[config.mk]
export PLATFORM = sky130hd
export DESIGN_NAME = char_lcd_shadow_buffer_refresh
export DESIGN_NICKNAME = d
export VERILOG_FILES = /design/src/rtl/core/clsb_pkg.sv /design/src/rtl/core/clsb_front.sv /design/src/rtl/core/clsb_fifo.sv /design/src/rtl/core/clsb_back.sv /design/src/rtl/core/char_lcd_shadow_buffer_refresh.sv
export SDC_FILE = /design/constraint.sdc
export NUM_CORES = 2
export LEC_CHECK = 0
export BUFFER_PORTS_ARGS = -buffer_cell sky130_fd_sc_hd__buf_2
export CORE_UTILIZATION = 50
export CTS_CLUSTER_SIZE = 14
export DETAILED_ROUTE_END_ITERATION = 16
export PLACE_DENSITY = 0.71
export SYNTH_ARGS = -nofsm -noshare
export SYNTH_HDL_FRONTEND = slang
export SYNTH_HIERARCHICAL = 1
export SYNTH_SLANG_ARGS = --single-unit
[constraint.sdc]
create_clock -name aclk -period 14.1 [get_ports aclk]
set_input_delay 2.115 -clock aclk [delete_from_list [all_inputs] [get_ports aclk]]
set_output_delay 2.115 -clock aclk [all_outputs]
set_load 0.01 [all_outputs]
[src/rtl/core/clsb_pkg.sv]
// Shared types, constants and helper functions of the character LCD shadow buffer.
// Used by the front end, the command queue, the back end and the top level.
`timescale 1ns / 1ps
`default_nettype none

package clsb_pkg;

    localparam int ROWS_DEF    = 4;
    localparam int COLS_DEF    = 20;
    localparam int QUEUE_DEPTH = 4;

    localparam logic [7:0] SPACE_CHAR   = 8'h20;
    localparam logic [7:0] DIGIT_ZERO   = 8'h30;
    localparam logic [7:0] SET_ADDR_CMD = 8'h80;

    // Opcodes carried in s_tuser.
    typedef enum logic [2:0] {
        OP_LOCATE  = 3'd0,
        OP_PUTCHAR = 3'd1,
        OP_PUTDEC  = 3'd2,
        OP_CLEAR   = 3'd3,
        OP_REFRESH = 3'd4
    } op_t;

    // Commands handed from the front end to the back end.
    typedef enum logic [1:0] {
        CMD_LOCATE,
        CMD_PUTCHAR,
        CMD_CLEAR,
        CMD_REFRESH
    } cmd_kind_t;

    typedef struct packed {
        cmd_kind_t  kind;
        logic [7:0] col;
        logic [7:0] row;
        logic [7:0] value;
    } cmd_t;

    typedef enum logic [0:0] {
        FR_IDLE,
        FR_DIGITS
    } front_state_t;

    typedef enum logic [2:0] {
        BK_IDLE,
        BK_SCAN_RD,
        BK_SCAN_CMP,
        BK_EMIT_CMD,
        BK_EMIT_DATA,
        BK_FLUSH
    } back_state_t;

    // Decimal expansion: count of characters and the characters, first one in c0.
    typedef struct packed {
        logic [1:0] n;
        logic [7:0] c0;
        logic [7:0] c1;
        logic [7:0] c2;
    } dec_t;

    function automatic logic [7:0] row_offset(input logic [1:0] r);
        logic [7:0] off;
        case (r)
            2'd0:    off = 8'h00;
            2'd1:    off = 8'h40;
            2'd2:    off = 8'h14;
            default: off = 8'h54;
        endcase
        return off;
    endfunction

    // Decimal digits of v; tens of the remainder below 100 as r * 205 / 2048.
    function automatic dec_t dec_digits(input logic [7:0] v);
        logic [1:0]  h;
        logic [7:0]  r;
        logic [15:0] p;
        logic [3:0]  t;
        logic [3:0]  o;
        dec_t        d;
        if (v >= 8'd200) begin
            h = 2'd2;
        end else if (v >= 8'd100) begin
            h = 2'd1;
        end else begin
            h = 2'd0;
        end
        r = v - 8'(h) * 8'd100;
        p = 16'(r) * 16'd205;
        t = p[14:11];
        o = 4'(r - 8'(t) * 8'd10);
        if (h != 2'd0) begin
            d.n  = 2'd3;
            d.c0 = DIGIT_ZERO + 8'(h);
            d.c1 = DIGIT_ZERO + 8'(t);
            d.c2 = DIGIT_ZERO + 8'(o);
        end else if (t != 4'd0) begin
            d.n  = 2'd2;
            d.c0 = DIGIT_ZERO + 8'(t);
            d.c1 = DIGIT_ZERO + 8'(o);
            d.c2 = DIGIT_ZERO;
        end else begin
            d.n  = 2'd1;
            d.c0 = DIGIT_ZERO + 8'(o);
            d.c1 = DIGIT_ZERO;
            d.c2 = DIGIT_ZERO;
        end
        return d;
    endfunction

endpackage

`default_nettype wire

[src/rtl/core/clsb_front.sv]
// Front end: accepts input transactions, decodes the opcode and expands put decimal
// into single-character commands for the queue. Depends on clsb_pkg.
`timescale 1ns / 1ps
`default_nettype none

module clsb_front (
    input  wire                 aclk,
    input  wire                 aresetn,
    input  wire                 s_tvalid,
    output logic                s_tready,
    input  wire  [23:0]         s_tdata,   // col [7:0], row [15:8], value [23:16]
    input  wire  [2:0]          s_tuser,   // opcode [2:0]
    output logic                push_valid,
    input  wire                 push_ready,
    output clsb_pkg::cmd_t      push_data
);
    import clsb_pkg::*;

    front_state_t state_reg, state_next;
    logic [7:0]   dig0_reg, dig0_next;
    logic [7:0]   dig1_reg, dig1_next;
    logic [7:0]   dig2_reg, dig2_next;
    logic [1:0]   left_reg, left_next;

    logic [7:0] in_col;
    logic [7:0] in_row;
    logic [7:0] in_value;
    logic       accept;
    dec_t       dec;

    assign in_col   = s_tdata[7:0];
    assign in_row   = s_tdata[15:8];
    assign in_value = s_tdata[23:16];
    assign dec      = dec_digits(in_value);
    assign accept   = s_tvalid && s_tready;

    always_comb begin
        state_next = state_reg;
        unique case (state_reg)
            FR_IDLE: begin
                if (accept && s_tuser == OP_PUTDEC) begin
                    state_next = FR_DIGITS;
                end
            end
            FR_DIGITS: begin
                if (push_ready && left_reg == 2'd1) begin
                    state_next = FR_IDLE;
                end
            end
            default: state_next = FR_IDLE;
        endcase
    end

    always_comb begin
        s_tready   = 1'b0;
        push_valid = 1'b0;
        push_data  = '{kind: CMD_LOCATE, col: in_col, row: in_row, value: in_value};
        dig0_next  = dig0_reg;
        dig1_next  = dig1_reg;
        dig2_next  = dig2_reg;
        left_next  = left_reg;
        unique case (state_reg)
            FR_IDLE: begin
                s_tready = push_ready;
                unique case (s_tuser)
                    OP_LOCATE: begin
                        push_valid     = s_tvalid;
                        push_data.kind = CMD_LOCATE;
                    end
                    OP_PUTCHAR: begin
                        push_valid     = s_tvalid;
                        push_data.kind = CMD_PUTCHAR;
                    end
                    OP_PUTDEC: begin
                        if (accept) begin
                            dig0_next = dec.c0;
                            dig1_next = dec.c1;
                            dig2_next = dec.c2;
                            left_next = dec.n;
                        end
                    end
                    OP_CLEAR: begin
                        push_valid     = s_tvalid;
                        push_data.kind = CMD_CLEAR;
                    end
                    OP_REFRESH: begin
                        push_valid     = s_tvalid;
                        push_data.kind = CMD_REFRESH;
                    end
                    default: begin
                        push_valid = 1'b0;
                    end
                endcase
            end
            FR_DIGITS: begin
                push_valid      = 1'b1;
                push_data.kind  = CMD_PUTCHAR;
                push_data.value = dig0_reg;
                if (push_ready) begin
                    dig0_next = dig1_reg;
                    dig1_next = dig2_reg;
                    left_next = left_reg - 2'd1;
                end
            end
            default: begin
                push_valid = 1'b0;
            end
        endcase
    end

    always_ff @(posedge aclk) begin
        if (!aresetn) begin
            state_reg <= FR_IDLE;
            left_reg  <= 2'd0;
        end else begin
            state_reg <= state_next;
            left_reg  <= left_next;
        end
    end

    always_ff @(posedge aclk) begin
        dig0_reg <= dig0_next;
        dig1_reg <= dig1_next;
        dig2_reg <= dig2_next;
    end

endmodule

`default_nettype wire

[src/rtl/core/clsb_fifo.sv]
// Short command queue between the front end and the back end.
// Entries are clsb_pkg::cmd_t; depth comes from clsb_pkg::QUEUE_DEPTH.
`timescale 1ns / 1ps
`default_nettype none

module clsb_fifo (
    input  wire                 aclk,
    input  wire                 aresetn,
    input  wire                 push_valid,
    output logic                push_ready,
    input  clsb_pkg::cmd_t      push_data,
    output logic                pop_valid,
    input  wire                 pop_ready,
    output clsb_pkg::cmd_t      pop_data
);
    import clsb_pkg::*;

    localparam int PW = (QUEUE_DEPTH > 1) ? $clog2(QUEUE_DEPTH) : 1;
    localparam int NW = $clog2(QUEUE_DEPTH + 1);

    cmd_t          entry_mem [QUEUE_DEPTH];
    logic [PW-1:0] wr_ptr_reg, wr_ptr_next;
    logic [PW-1:0] rd_ptr_reg, rd_ptr_next;
    logic [NW-1:0] count_reg, count_next;
    logic          do_push;
    logic          do_pop;

    assign push_ready = count_reg != NW'(QUEUE_DEPTH);
    assign pop_valid  = count_reg != '0;
    assign pop_data   = entry_mem[rd_ptr_reg];
    assign do_push    = push_valid && push_ready;
    assign do_pop     = pop_valid && pop_ready;

    always_comb begin
        wr_ptr_next = wr_ptr_reg;
        rd_ptr_next = rd_ptr_reg;
        count_next  = count_reg;
        if (do_push) begin
            wr_ptr_next = (wr_ptr_reg == PW'(QUEUE_DEPTH - 1)) ? '0 : wr_ptr_reg + PW'(1);
        end
        if (do_pop) begin
            rd_ptr_next = (rd_ptr_reg == PW'(QUEUE_DEPTH - 1)) ? '0 : rd_ptr_reg + PW'(1);
        end
        if (do_push && !do_pop) begin
            count_next = count_reg + NW'(1);
        end else if (do_pop && !do_push) begin
            count_next = count_reg - NW'(1);
        end
    end

    always_ff @(posedge aclk) begin
        if (!aresetn) begin
            wr_ptr_reg <= '0;
            rd_ptr_reg <= '0;
            count_reg  <= '0;
        end else begin
            wr_ptr_reg <= wr_ptr_next;
            rd_ptr_reg <= rd_ptr_next;
            count_reg  <= count_next;
        end
    end

    always_ff @(posedge aclk) begin
        if (do_push) begin
            entry_mem[wr_ptr_reg] <= push_data;
        end
    end

    a_count_bound: assert property (@(posedge aclk) disable iff (!aresetn)
        count_reg <= NW'(QUEUE_DEPTH))
        else $error("command queue count beyond depth");

    a_count_grows: assert property (@(posedge aclk) disable iff (!aresetn)
        (do_push && !do_pop) |=> count_reg == $past(count_reg) + NW'(1))
        else $error("command queue count did not follow a push");

endmodule

`default_nettype wire

[src/rtl/core/clsb_back.sv]
// Back end: owns the frame buffer, the shadow buffer and the cursor, executes queued
// commands and walks a row on refresh. Depends on clsb_pkg.
`timescale 1ns / 1ps
`default_nettype none

module clsb_back #(
    parameter int ROWS_N = clsb_pkg::ROWS_DEF,
    parameter int COLS_N = clsb_pkg::COLS_DEF
) (
    input  wire                 aclk,
    input  wire                 aresetn,
    input  wire                 pop_valid,
    output logic                pop_ready,
    input  clsb_pkg::cmd_t      pop_data,
    output logic                m_tvalid,
    input  wire                 m_tready,
    output logic [7:0]          m_tdata,   // lcd_byte [7:0]
    output logic [0:0]          m_tuser,   // is_data [0]
    output logic                m_tlast
);
    import clsb_pkg::*;

    localparam int CELLS = ROWS_N * COLS_N;
    localparam int AW    = (CELLS > 1) ? $clog2(CELLS) : 1;
    localparam int CW    = (COLS_N > 1) ? $clog2(COLS_N) : 1;
    localparam int RW    = (ROWS_N > 1) ? $clog2(ROWS_N) : 1;

    // Cells whose valid bit is clear read as a space; clear only drops the frame bits.
    logic [7:0]       fb_mem [CELLS];
    logic [7:0]       sh_mem [CELLS];
    logic [CELLS-1:0] fb_valid_reg, fb_valid_next;
    logic [CELLS-1:0] sh_valid_reg, sh_valid_next;
    logic [7:0]       fb_q;
    logic [7:0]       sh_q;
    logic             fbv_q;
    logic             shv_q;

    back_state_t   state_reg, state_next;
    logic [7:0]    cur_col_reg, cur_col_next;
    logic [7:0]    cur_row_reg, cur_row_next;
    logic [AW-1:0] addr_reg, addr_next;
    logic [CW-1:0] x_reg, x_next;
    logic [7:0]    cmd_base_reg, cmd_base_next;
    logic          in_run_reg, in_run_next;

    // One byte is held back so that the final byte of a row can carry tlast.
    logic          pend_valid_reg, pend_valid_next;
    logic [7:0]    pend_byte_reg, pend_byte_next;
    logic          pend_data_reg, pend_data_next;

    logic          m_tvalid_reg, m_tvalid_next;
    logic [7:0]    m_byte_reg, m_byte_next;
    logic          m_data_reg, m_data_next;
    logic          m_last_reg, m_last_next;

    logic          cur_in_range;
    logic [AW-1:0] cur_addr;
    logic          row_ok;
    logic          x_last;
    logic [7:0]    fb_byte;
    logic [7:0]    sh_byte;
    logic          out_free;
    logic          prod_ok;
    logic          fb_we;
    logic          sh_we;

    assign cur_in_range = (cur_col_reg < 8'(COLS_N)) && (cur_row_reg < 8'(ROWS_N));
    assign cur_addr     = AW'(cur_row_reg[RW-1:0]) * AW'(COLS_N) + AW'(cur_col_reg[CW-1:0]);
    assign row_ok       = pop_data.row < 8'(ROWS_N);
    assign x_last       = x_reg == CW'(COLS_N - 1);
    assign fb_byte      = fbv_q ? fb_q : SPACE_CHAR;
    assign sh_byte      = shv_q ? sh_q : SPACE_CHAR;
    assign out_free     = !m_tvalid_reg || m_tready;
    assign prod_ok      = !pend_valid_reg || out_free;
    assign fb_we        = state_reg == BK_IDLE && pop_valid && pop_data.kind == CMD_PUTCHAR
                          && cur_in_range;
    assign sh_we        = state_reg == BK_EMIT_DATA && prod_ok;

    assign m_tvalid = m_tvalid_reg;
    assign m_tdata  = m_byte_reg;
    assign m_tuser  = m_data_reg;
    assign m_tlast  = m_last_reg;

    always_comb begin
        state_next = state_reg;
        unique case (state_reg)
            BK_IDLE: begin
                if (pop_valid && pop_data.kind == CMD_REFRESH && row_ok) begin
                    state_next = BK_SCAN_RD;
                end
            end
            BK_SCAN_RD: begin
                state_next = BK_SCAN_CMP;
            end
            BK_SCAN_CMP: begin
                if (fb_byte != sh_byte) begin
                    state_next = in_run_reg ? BK_EMIT_DATA : BK_EMIT_CMD;
                end else begin
                    state_next = x_last ? BK_FLUSH : BK_SCAN_RD;
                end
            end
            BK_EMIT_CMD: begin
                if (prod_ok) begin
                    state_next = BK_EMIT_DATA;
                end
            end
            BK_EMIT_DATA: begin
                if (prod_ok) begin
                    state_next = x_last ? BK_FLUSH : BK_SCAN_RD;
                end
            end
            BK_FLUSH: begin
                if (!pend_valid_reg || out_free) begin
                    state_next = BK_IDLE;
                end
            end
            default: state_next = BK_IDLE;
        endcase
    end

    always_comb begin
        pop_ready       = 1'b0;
        fb_valid_next   = fb_valid_reg;
        sh_valid_next   = sh_valid_reg;
        cur_col_next    = cur_col_reg;
        cur_row_next    = cur_row_reg;
        addr_next       = addr_reg;
        x_next          = x_reg;
        cmd_base_next   = cmd_base_reg;
        in_run_next     = in_run_reg;
        pend_valid_next = pend_valid_reg;
        pend_byte_next  = pend_byte_reg;
        pend_data_next  = pend_data_reg;
        m_tvalid_next   = m_tvalid_reg && !m_tready;
        m_byte_next     = m_byte_reg;
        m_data_next     = m_data_reg;
        m_last_next     = m_last_reg;
        unique case (state_reg)
            BK_IDLE: begin
                pop_ready = 1'b1;
                if (pop_valid) begin
                    case (pop_data.kind)
                        CMD_LOCATE: begin
                            cur_col_next = pop_data.col;
                            cur_row_next = pop_data.row;
                        end
                        CMD_PUTCHAR: begin
                            if (cur_in_range) begin
                                fb_valid_next[cur_addr] = 1'b1;
                                if (cur_col_reg == 8'(COLS_N - 1)) begin
                                    cur_col_next = 8'd0;
                                    cur_row_next = (cur_row_reg == 8'(ROWS_N - 1)) ?
                                                   8'd0 : cur_row_reg + 8'd1;
                                end else begin
                                    cur_col_next = cur_col_reg + 8'd1;
                                end
                            end
                        end
                        CMD_CLEAR: begin
                            fb_valid_next = '0;
                            cur_col_next  = 8'd0;
                            cur_row_next  = 8'd0;
                        end
                        default: begin
                            addr_next     = AW'(pop_data.row[RW-1:0]) * AW'(COLS_N);
                            x_next        = '0;
                            in_run_next   = 1'b0;
                            cmd_base_next = SET_ADDR_CMD + row_offset(pop_data.row[1:0]);
                        end
                    endcase
                end
            end
            BK_SCAN_RD: begin
                pop_ready = 1'b0;
            end
            BK_SCAN_CMP: begin
                if (fb_byte == sh_byte) begin
                    in_run_next = 1'b0;
                    if (!x_last) begin
                        x_next    = x_reg + CW'(1);
                        addr_next = addr_reg + AW'(1);
                    end
                end
            end
            BK_EMIT_CMD: begin
                if (prod_ok) begin
                    if (pend_valid_reg) begin
                        m_tvalid_next = 1'b1;
                        m_byte_next   = pend_byte_reg;
                        m_data_next   = pend_data_reg;
                        m_last_next   = 1'b0;
                    end
                    pend_valid_next = 1'b1;
                    pend_byte_next  = cmd_base_reg + 8'(x_reg);
                    pend_data_next  = 1'b0;
                end
            end
            BK_EMIT_DATA: begin
                if (prod_ok) begin
                    if (pend_valid_reg) begin
                        m_tvalid_next = 1'b1;
                        m_byte_next   = pend_byte_reg;
                        m_data_next   = pend_data_reg;
                        m_last_next   = 1'b0;
                    end
                    pend_valid_next        = 1'b1;
                    pend_byte_next         = fb_byte;
                    pend_data_next         = 1'b1;
                    sh_valid_next[addr_reg] = 1'b1;
                    in_run_next            = 1'b1;
                    if (!x_last) begin
                        x_next    = x_reg + CW'(1);
                        addr_next = addr_reg + AW'(1);
                    end
                end
            end
            BK_FLUSH: begin
                if (pend_valid_reg && out_free) begin
                    m_tvalid_next   = 1'b1;
                    m_byte_next     = pend_byte_reg;
                    m_data_next     = pend_data_reg;
                    m_last_next     = 1'b1;
                    pend_valid_next = 1'b0;
                end
            end
            default: begin
                pop_ready = 1'b0;
            end
        endcase
    end

    always_ff @(posedge aclk) begin
        if (!aresetn) begin
            state_reg      <= BK_IDLE;
            fb_valid_reg   <= '0;
            sh_valid_reg   <= '0;
            cur_col_reg    <= 8'd0;
            cur_row_reg    <= 8'd0;
            in_run_reg     <= 1'b0;
            pend_valid_reg <= 1'b0;
            m_tvalid_reg   <= 1'b0;
        end else begin
            state_reg      <= state_next;
            fb_valid_reg   <= fb_valid_next;
            sh_valid_reg   <= sh_valid_next;
            cur_col_reg    <= cur_col_next;
            cur_row_reg    <= cur_row_next;
            in_run_reg     <= in_run_next;
            pend_valid_reg <= pend_valid_next;
            m_tvalid_reg   <= m_tvalid_next;
        end
    end

    always_ff @(posedge aclk) begin
        addr_reg      <= addr_next;
        x_reg         <= x_next;
        cmd_base_reg  <= cmd_base_next;
        pend_byte_reg <= pend_byte_next;
        pend_data_reg <= pend_data_next;
        m_byte_reg    <= m_byte_next;
        m_data_reg    <= m_data_next;
        m_last_reg    <= m_last_next;
    end

    // Buffer memories: one write port each, registered read at the scan address.
    always_ff @(posedge aclk) begin
        if (fb_we) begin
            fb_mem[cur_addr] <= pop_data.value;
        end
        if (sh_we) begin
            sh_mem[addr_reg] <= fb_byte;
        end
        fb_q  <= fb_mem[addr_reg];
        sh_q  <= sh_mem[addr_reg];
        fbv_q <= fb_valid_reg[addr_reg];
        shv_q <= sh_valid_reg[addr_reg];
    end

    a_idle_no_pending: assert property (@(posedge aclk) disable iff (!aresetn)
        state_reg == BK_IDLE |-> !pend_valid_reg)
        else $error("byte left pending after a refresh finished");

    a_scan_addr_range: assert property (@(posedge aclk) disable iff (!aresetn)
        state_reg == BK_SCAN_CMP |-> 32'(addr_reg) < 32'(CELLS))
        else $error("scan address beyond the buffer");

endmodule

`default_nettype wire

[src/rtl/core/char_lcd_shadow_buffer_refresh.sv]
// Character LCD shadow buffer with per-row refresh: front end, command queue and back end.
// Depends on clsb_pkg, clsb_front, clsb_fifo and clsb_back.
//
// Writes to the frame buffer (locate, put char, put decimal, clear) produce no output;
// a refresh row transaction compares one row with the shadow copy of the display and
// sends a set-address command followed by the data bytes for every run of changed cells,
// with tlast on the final byte of that row. The front end takes one transaction a cycle
// while the four-entry queue has room and no put decimal is being expanded; put decimal
// then pushes its digits into the queue one after another. The back end executes locate,
// put char and clear in its idle state as it takes them; a refresh takes the command, then
// for each column makes a registered read of both buffers and a compare, emits the bytes
// for changed cells and finally releases the held-back last byte, and it can stall while
// m_tready is low. No clearing pass follows reset.
`timescale 1ns / 1ps
`default_nettype none

module char_lcd_shadow_buffer_refresh #(
    parameter int ROWS_N = clsb_pkg::ROWS_DEF,
    parameter int COLS_N = clsb_pkg::COLS_DEF
) (
    input  wire         aclk,
    input  wire         aresetn,
    input  wire         s_tvalid,
    output logic        s_tready,
    input  wire  [23:0] s_tdata,   // col [7:0], row [15:8], value [23:16]
    input  wire  [2:0]  s_tuser,   // opcode [2:0]
    output logic        m_tvalid,
    input  wire         m_tready,
    output logic [7:0]  m_tdata,   // lcd_byte [7:0]
    output logic [0:0]  m_tuser,   // is_data [0]
    output logic        m_tlast
);
    import clsb_pkg::*;

    logic push_valid;
    logic push_ready;
    cmd_t push_data;
    logic pop_valid;
    logic pop_ready;
    cmd_t pop_data;

    clsb_front u_front (
        .aclk       (aclk),
        .aresetn    (aresetn),
        .s_tvalid   (s_tvalid),
        .s_tready   (s_tready),
        .s_tdata    (s_tdata),
        .s_tuser    (s_tuser),
        .push_valid (push_valid),
        .push_ready (push_ready),
        .push_data  (push_data)
    );

    clsb_fifo u_fifo (
        .aclk       (aclk),
        .aresetn    (aresetn),
        .push_valid (push_valid),
        .push_ready (push_ready),
        .push_data  (push_data),
        .pop_valid  (pop_valid),
        .pop_ready  (pop_ready),
        .pop_data   (pop_data)
    );

    clsb_back #(
        .ROWS_N (ROWS_N),
        .COLS_N (COLS_N)
    ) u_back (
        .aclk      (aclk),
        .aresetn   (aresetn),
        .pop_valid (pop_valid),
        .pop_ready (pop_ready),
        .pop_data  (pop_data),
        .m_tvalid  (m_tvalid),
        .m_tready  (m_tready),
        .m_tdata   (m_tdata),
        .m_tuser   (m_tuser),
        .m_tlast   (m_tlast)
    );

endmodule

`default_nettype wire

==> reports/qor.txt <==
pin count of the biggest net entering global routing -> 127
Required @ worst endpoint -> 14.69 ns
vias in the first global route -> 38821
Total Neg Setup Slack -> 0 ns
Initial Util -> 50.6%
Slew HR -> 3.28%
initial antenna violation count -> 1
final WL -> 179 mm
CTS tree -> yes
Worst Skew -> 0.0373 ns
Sw Share -> 33.1%
cell area after layout -> 73700 um^2
vias per cell -> 6.52
Most used DFF post-synth -> edfxtp_1
crit-path most repeated cell -> inv_1
fraction of layout cells with a size suffix above 1 -> 16.1%
Pins Over Slew Limit -> 0
clk_lat worst skew -> 0.78 ns
post-synth cell types -> 111
IO Port Bufs -> 42
Layout Nets -> 4358
Pwr Density -> 194 nW/um^2
pre-CTS WS -> 4.45 ns
cell area after synthesis -> 66800 um^2
Cell Int Power -> 9570 uW
Post-CTS Setup Bufs -> 0
register bit total from synthesis -> 1641
Die Height -> 368 um
Sink Count -> 1641
Post-route DRC -> 0
maximum vdd ir drop -> 0.188 mV
Core Util, Final -> 55.9%
gpl congestion -> 0.869
post-synthesis sequential area ratio -> 70.6%
sequential share of power -> 42.1%
number of I/O pins -> 43
hold violation count in the final report -> 0
Yosys Warn Count -> 6
Core Footprint -> 132000 um^2
post-CTS sizing -> 0
CP Data Arrival Time -> 9.46 ns
Final setup viols -> 0
Max Clk Rate -> 0.113 GHz
minimum clock period -> 8.87 ns
Avg Cell Area, Syn -> 15.7 um^2
DR vias -> 40034
gr usage total -> 26.2%
Fillers -> 10032
Chip Width -> 368 um
first-pass iteration count of the detailed router -> 6
fin crit share -> 62.9%
Avg WL per Cell -> 29.2 um
switching power -> 4730 uW
Area Overhead vs Synth -> 10.3%
clock power share -> 29.9%
CTS root buffer -> clkbuf_16
crit-path max FO -> 14
first-pass GRT wire length -> 262 mm
CTS hold repair buffers -> 0
Finished Layout Cells -> 6137
Inst Count DP -> 5841
Initial DRC Count -> 5849
kind of critical path -> primary input to register
unrepaired setup endpoints after global routing -> false
run status -> completed
min-delay worst type -> register to register
H-tree depth -> 4
Post-synth ARST share -> 0%
total gr overflow -> 0
DP Area -> 68400 um^2
Slew @ Worst Pin -> 1.41 ns
synthesized instance count -> 4245
Slowest cell on crit path -> a31oi_1
ant diodes -> 0
combinational power share -> 28.0%
top flop regs -> u_back/fb_mem (640), u_back/sh_mem (640), u_fifo/entry_mem (104)
WP buf/inv -> 7
die area -> 135000 um^2
setup ws final -> 5.23 ns
DRT antenna net count -> 0
Post-synth EDFFs -> 1429
Largest delay share family, worst path -> adder cells
max-cap violation count -> 0
syn nets -> 4355
worst stage delay on the critical path -> 0.90 ns
cts bufs inserted -> 160
clk buf depth -> 3
num rows -> 133
CTS clk-pin slew, worst paths -> 0.06 ns
CP Capture Type -> register
startpoint types -> primary input
DP HPWL -> 103 mm
Leak -> 0.0241 uW
==> cell families after synthesis <==
kind of cell | after synthesis | synth area share (%)
flops | 1641 | 70.6
compound gates | 933 | 10.1
simple gates | 829 | 5.73
mux | 391 | 8.81
buf+inv | 339 | 2.67
fa+ha+maj | 79 | 1.65
xor+xnor | 33 | 0.477
==> worst paths after layout <==
check                                        startpoint             endpoint  depth (start not counted)  slack [ns]
worst max-delay path                        s_tdata[20]  u_front/dig1_reg[3]                         30        5.23
worst max register to register       u_back/addr_reg[1]       u_back/sh_q[7]                          8        8.94
worst min register to register  u_back/pend_byte_reg[0]    u_back/m_tdata[0]                          0        0.42
worst min-delay path            u_back/pend_byte_reg[0]    u_back/m_tdata[0]                          0        0.42
==> Yosys cell counts (10+ instances only) <==
cell type | count | area, um^2
xor2_1 | 10 | 87.6
a221o_1 | 22 | 220
nand2_1 | 239 | 897
dfxtp_1 | 212 | 4240
a211oi_1 | 14 | 105
a221oi_1 | 175 | 1530
and2_1 | 19 | 119
o21ai_0 | 124 | 621
mux4_2 | 144 | 3240
buf_2 | 89 | 445
buf_1 | 11 | 41.3
a22oi_1 | 86 | 646
nor2_1 | 371 | 1390
o221ai_1 | 27 | 236
inv_1 | 58 | 218
clkbuf_1 | 98 | 368
a22o_1 | 12 | 105
fa_1 | 15 | 300
mux2_2 | 112 | 1260
nor2b_1 | 25 | 156
ha_1 | 64 | 801
xnor2_1 | 19 | 166
nand3_1 | 44 | 220
a21oi_1 | 187 | 936
edfxtp_1 | 1429 | 42900
nor3_1 | 18 | 90.1
nand2b_1 | 24 | 150
o22ai_1 | 32 | 200
mux2i_1 | 133 | 1330
o211ai_1 | 19 | 143
buf_6 | 20 | 225
o2bb2ai_1 | 13 | 114
a31oi_1 | 14 | 87.6
buf_4 | 55 | 413
o21a_1 | 90 | 676
==> cell usage in the layout, fill, tap and decap left out, types with 29 or more instances in the layout <==
| cell | synthesis | routed |
|---|---|---|
| a21oi_1 | 187 | 187 |
| a221oi_1 | 175 | 175 |
| a22oi_1 | 86 | 86 |
| buf_2 | 89 | 41 |
| buf_4 | 55 | 71 |
| clkbuf_1 | 98 | 29 |
| clkbuf_16 | 0 | 164 |
| dfxtp_1 | 212 | 211 |
| edfxtp_1 | 1429 | 1429 |
| ha_1 | 64 | 64 |
| inv_1 | 58 | 55 |
| mux2_2 | 112 | 112 |
| mux2i_1 | 133 | 133 |
| mux4_2 | 144 | 144 |
| nand2_1 | 239 | 239 |
| nand3_1 | 44 | 44 |
| nor2_1 | 371 | 367 |
| o21a_1 | 90 | 90 |
| o21ai_0 | 124 | 124 |
| o22ai_1 | 32 | 32 |
==> stage by stage <==
stage	power, uW	hold slack [ns]
after global routing	14700	0.429
final	14300	0.418
after detailed placement	10000	0.405
after CTS	14300	0.419
after floorplan	8690	0.400
after global placement	9960	0.406
==> final cells by class <==
class	count	area, um^2	share of cell area (%)
clock buffers	212	4470	6.06
clock inverters	84	813	1.10
inverters	62	236	0.321
multi-input cells	2265	18000	24.4
flip-flops and latches	1641	47200	64.0
well taps	1755	2200	2.98
repair buffers	118	858	1.16
==> power groups by stage <==
| stage | registers [uW] | clock network [uW] | logic [uW] |
|---|---|---|---|
| final | 6020 | 4280 | 4000 |
| after global routing | 6030 | 4510 | 4200 |
| after CTS | 6020 | 4310 | 3930 |
| after detailed placement | 6120 | 0 | 3910 |
| after global placement | 6110 | 0 | 3850 |
| after floorplan | 6050 | 0 | 2640 |
==> metal layers <==
metal	vias to the layer above	GRT usage [%]	share of wire, %
li1	16762	-	-
met1	20138	35.7	37
met2	2635	40.5	46
met3	497	6.04	12
met4	2	11.4	4.5
met5	-	0	0.0061
Power figures use the tool's default switching activity.
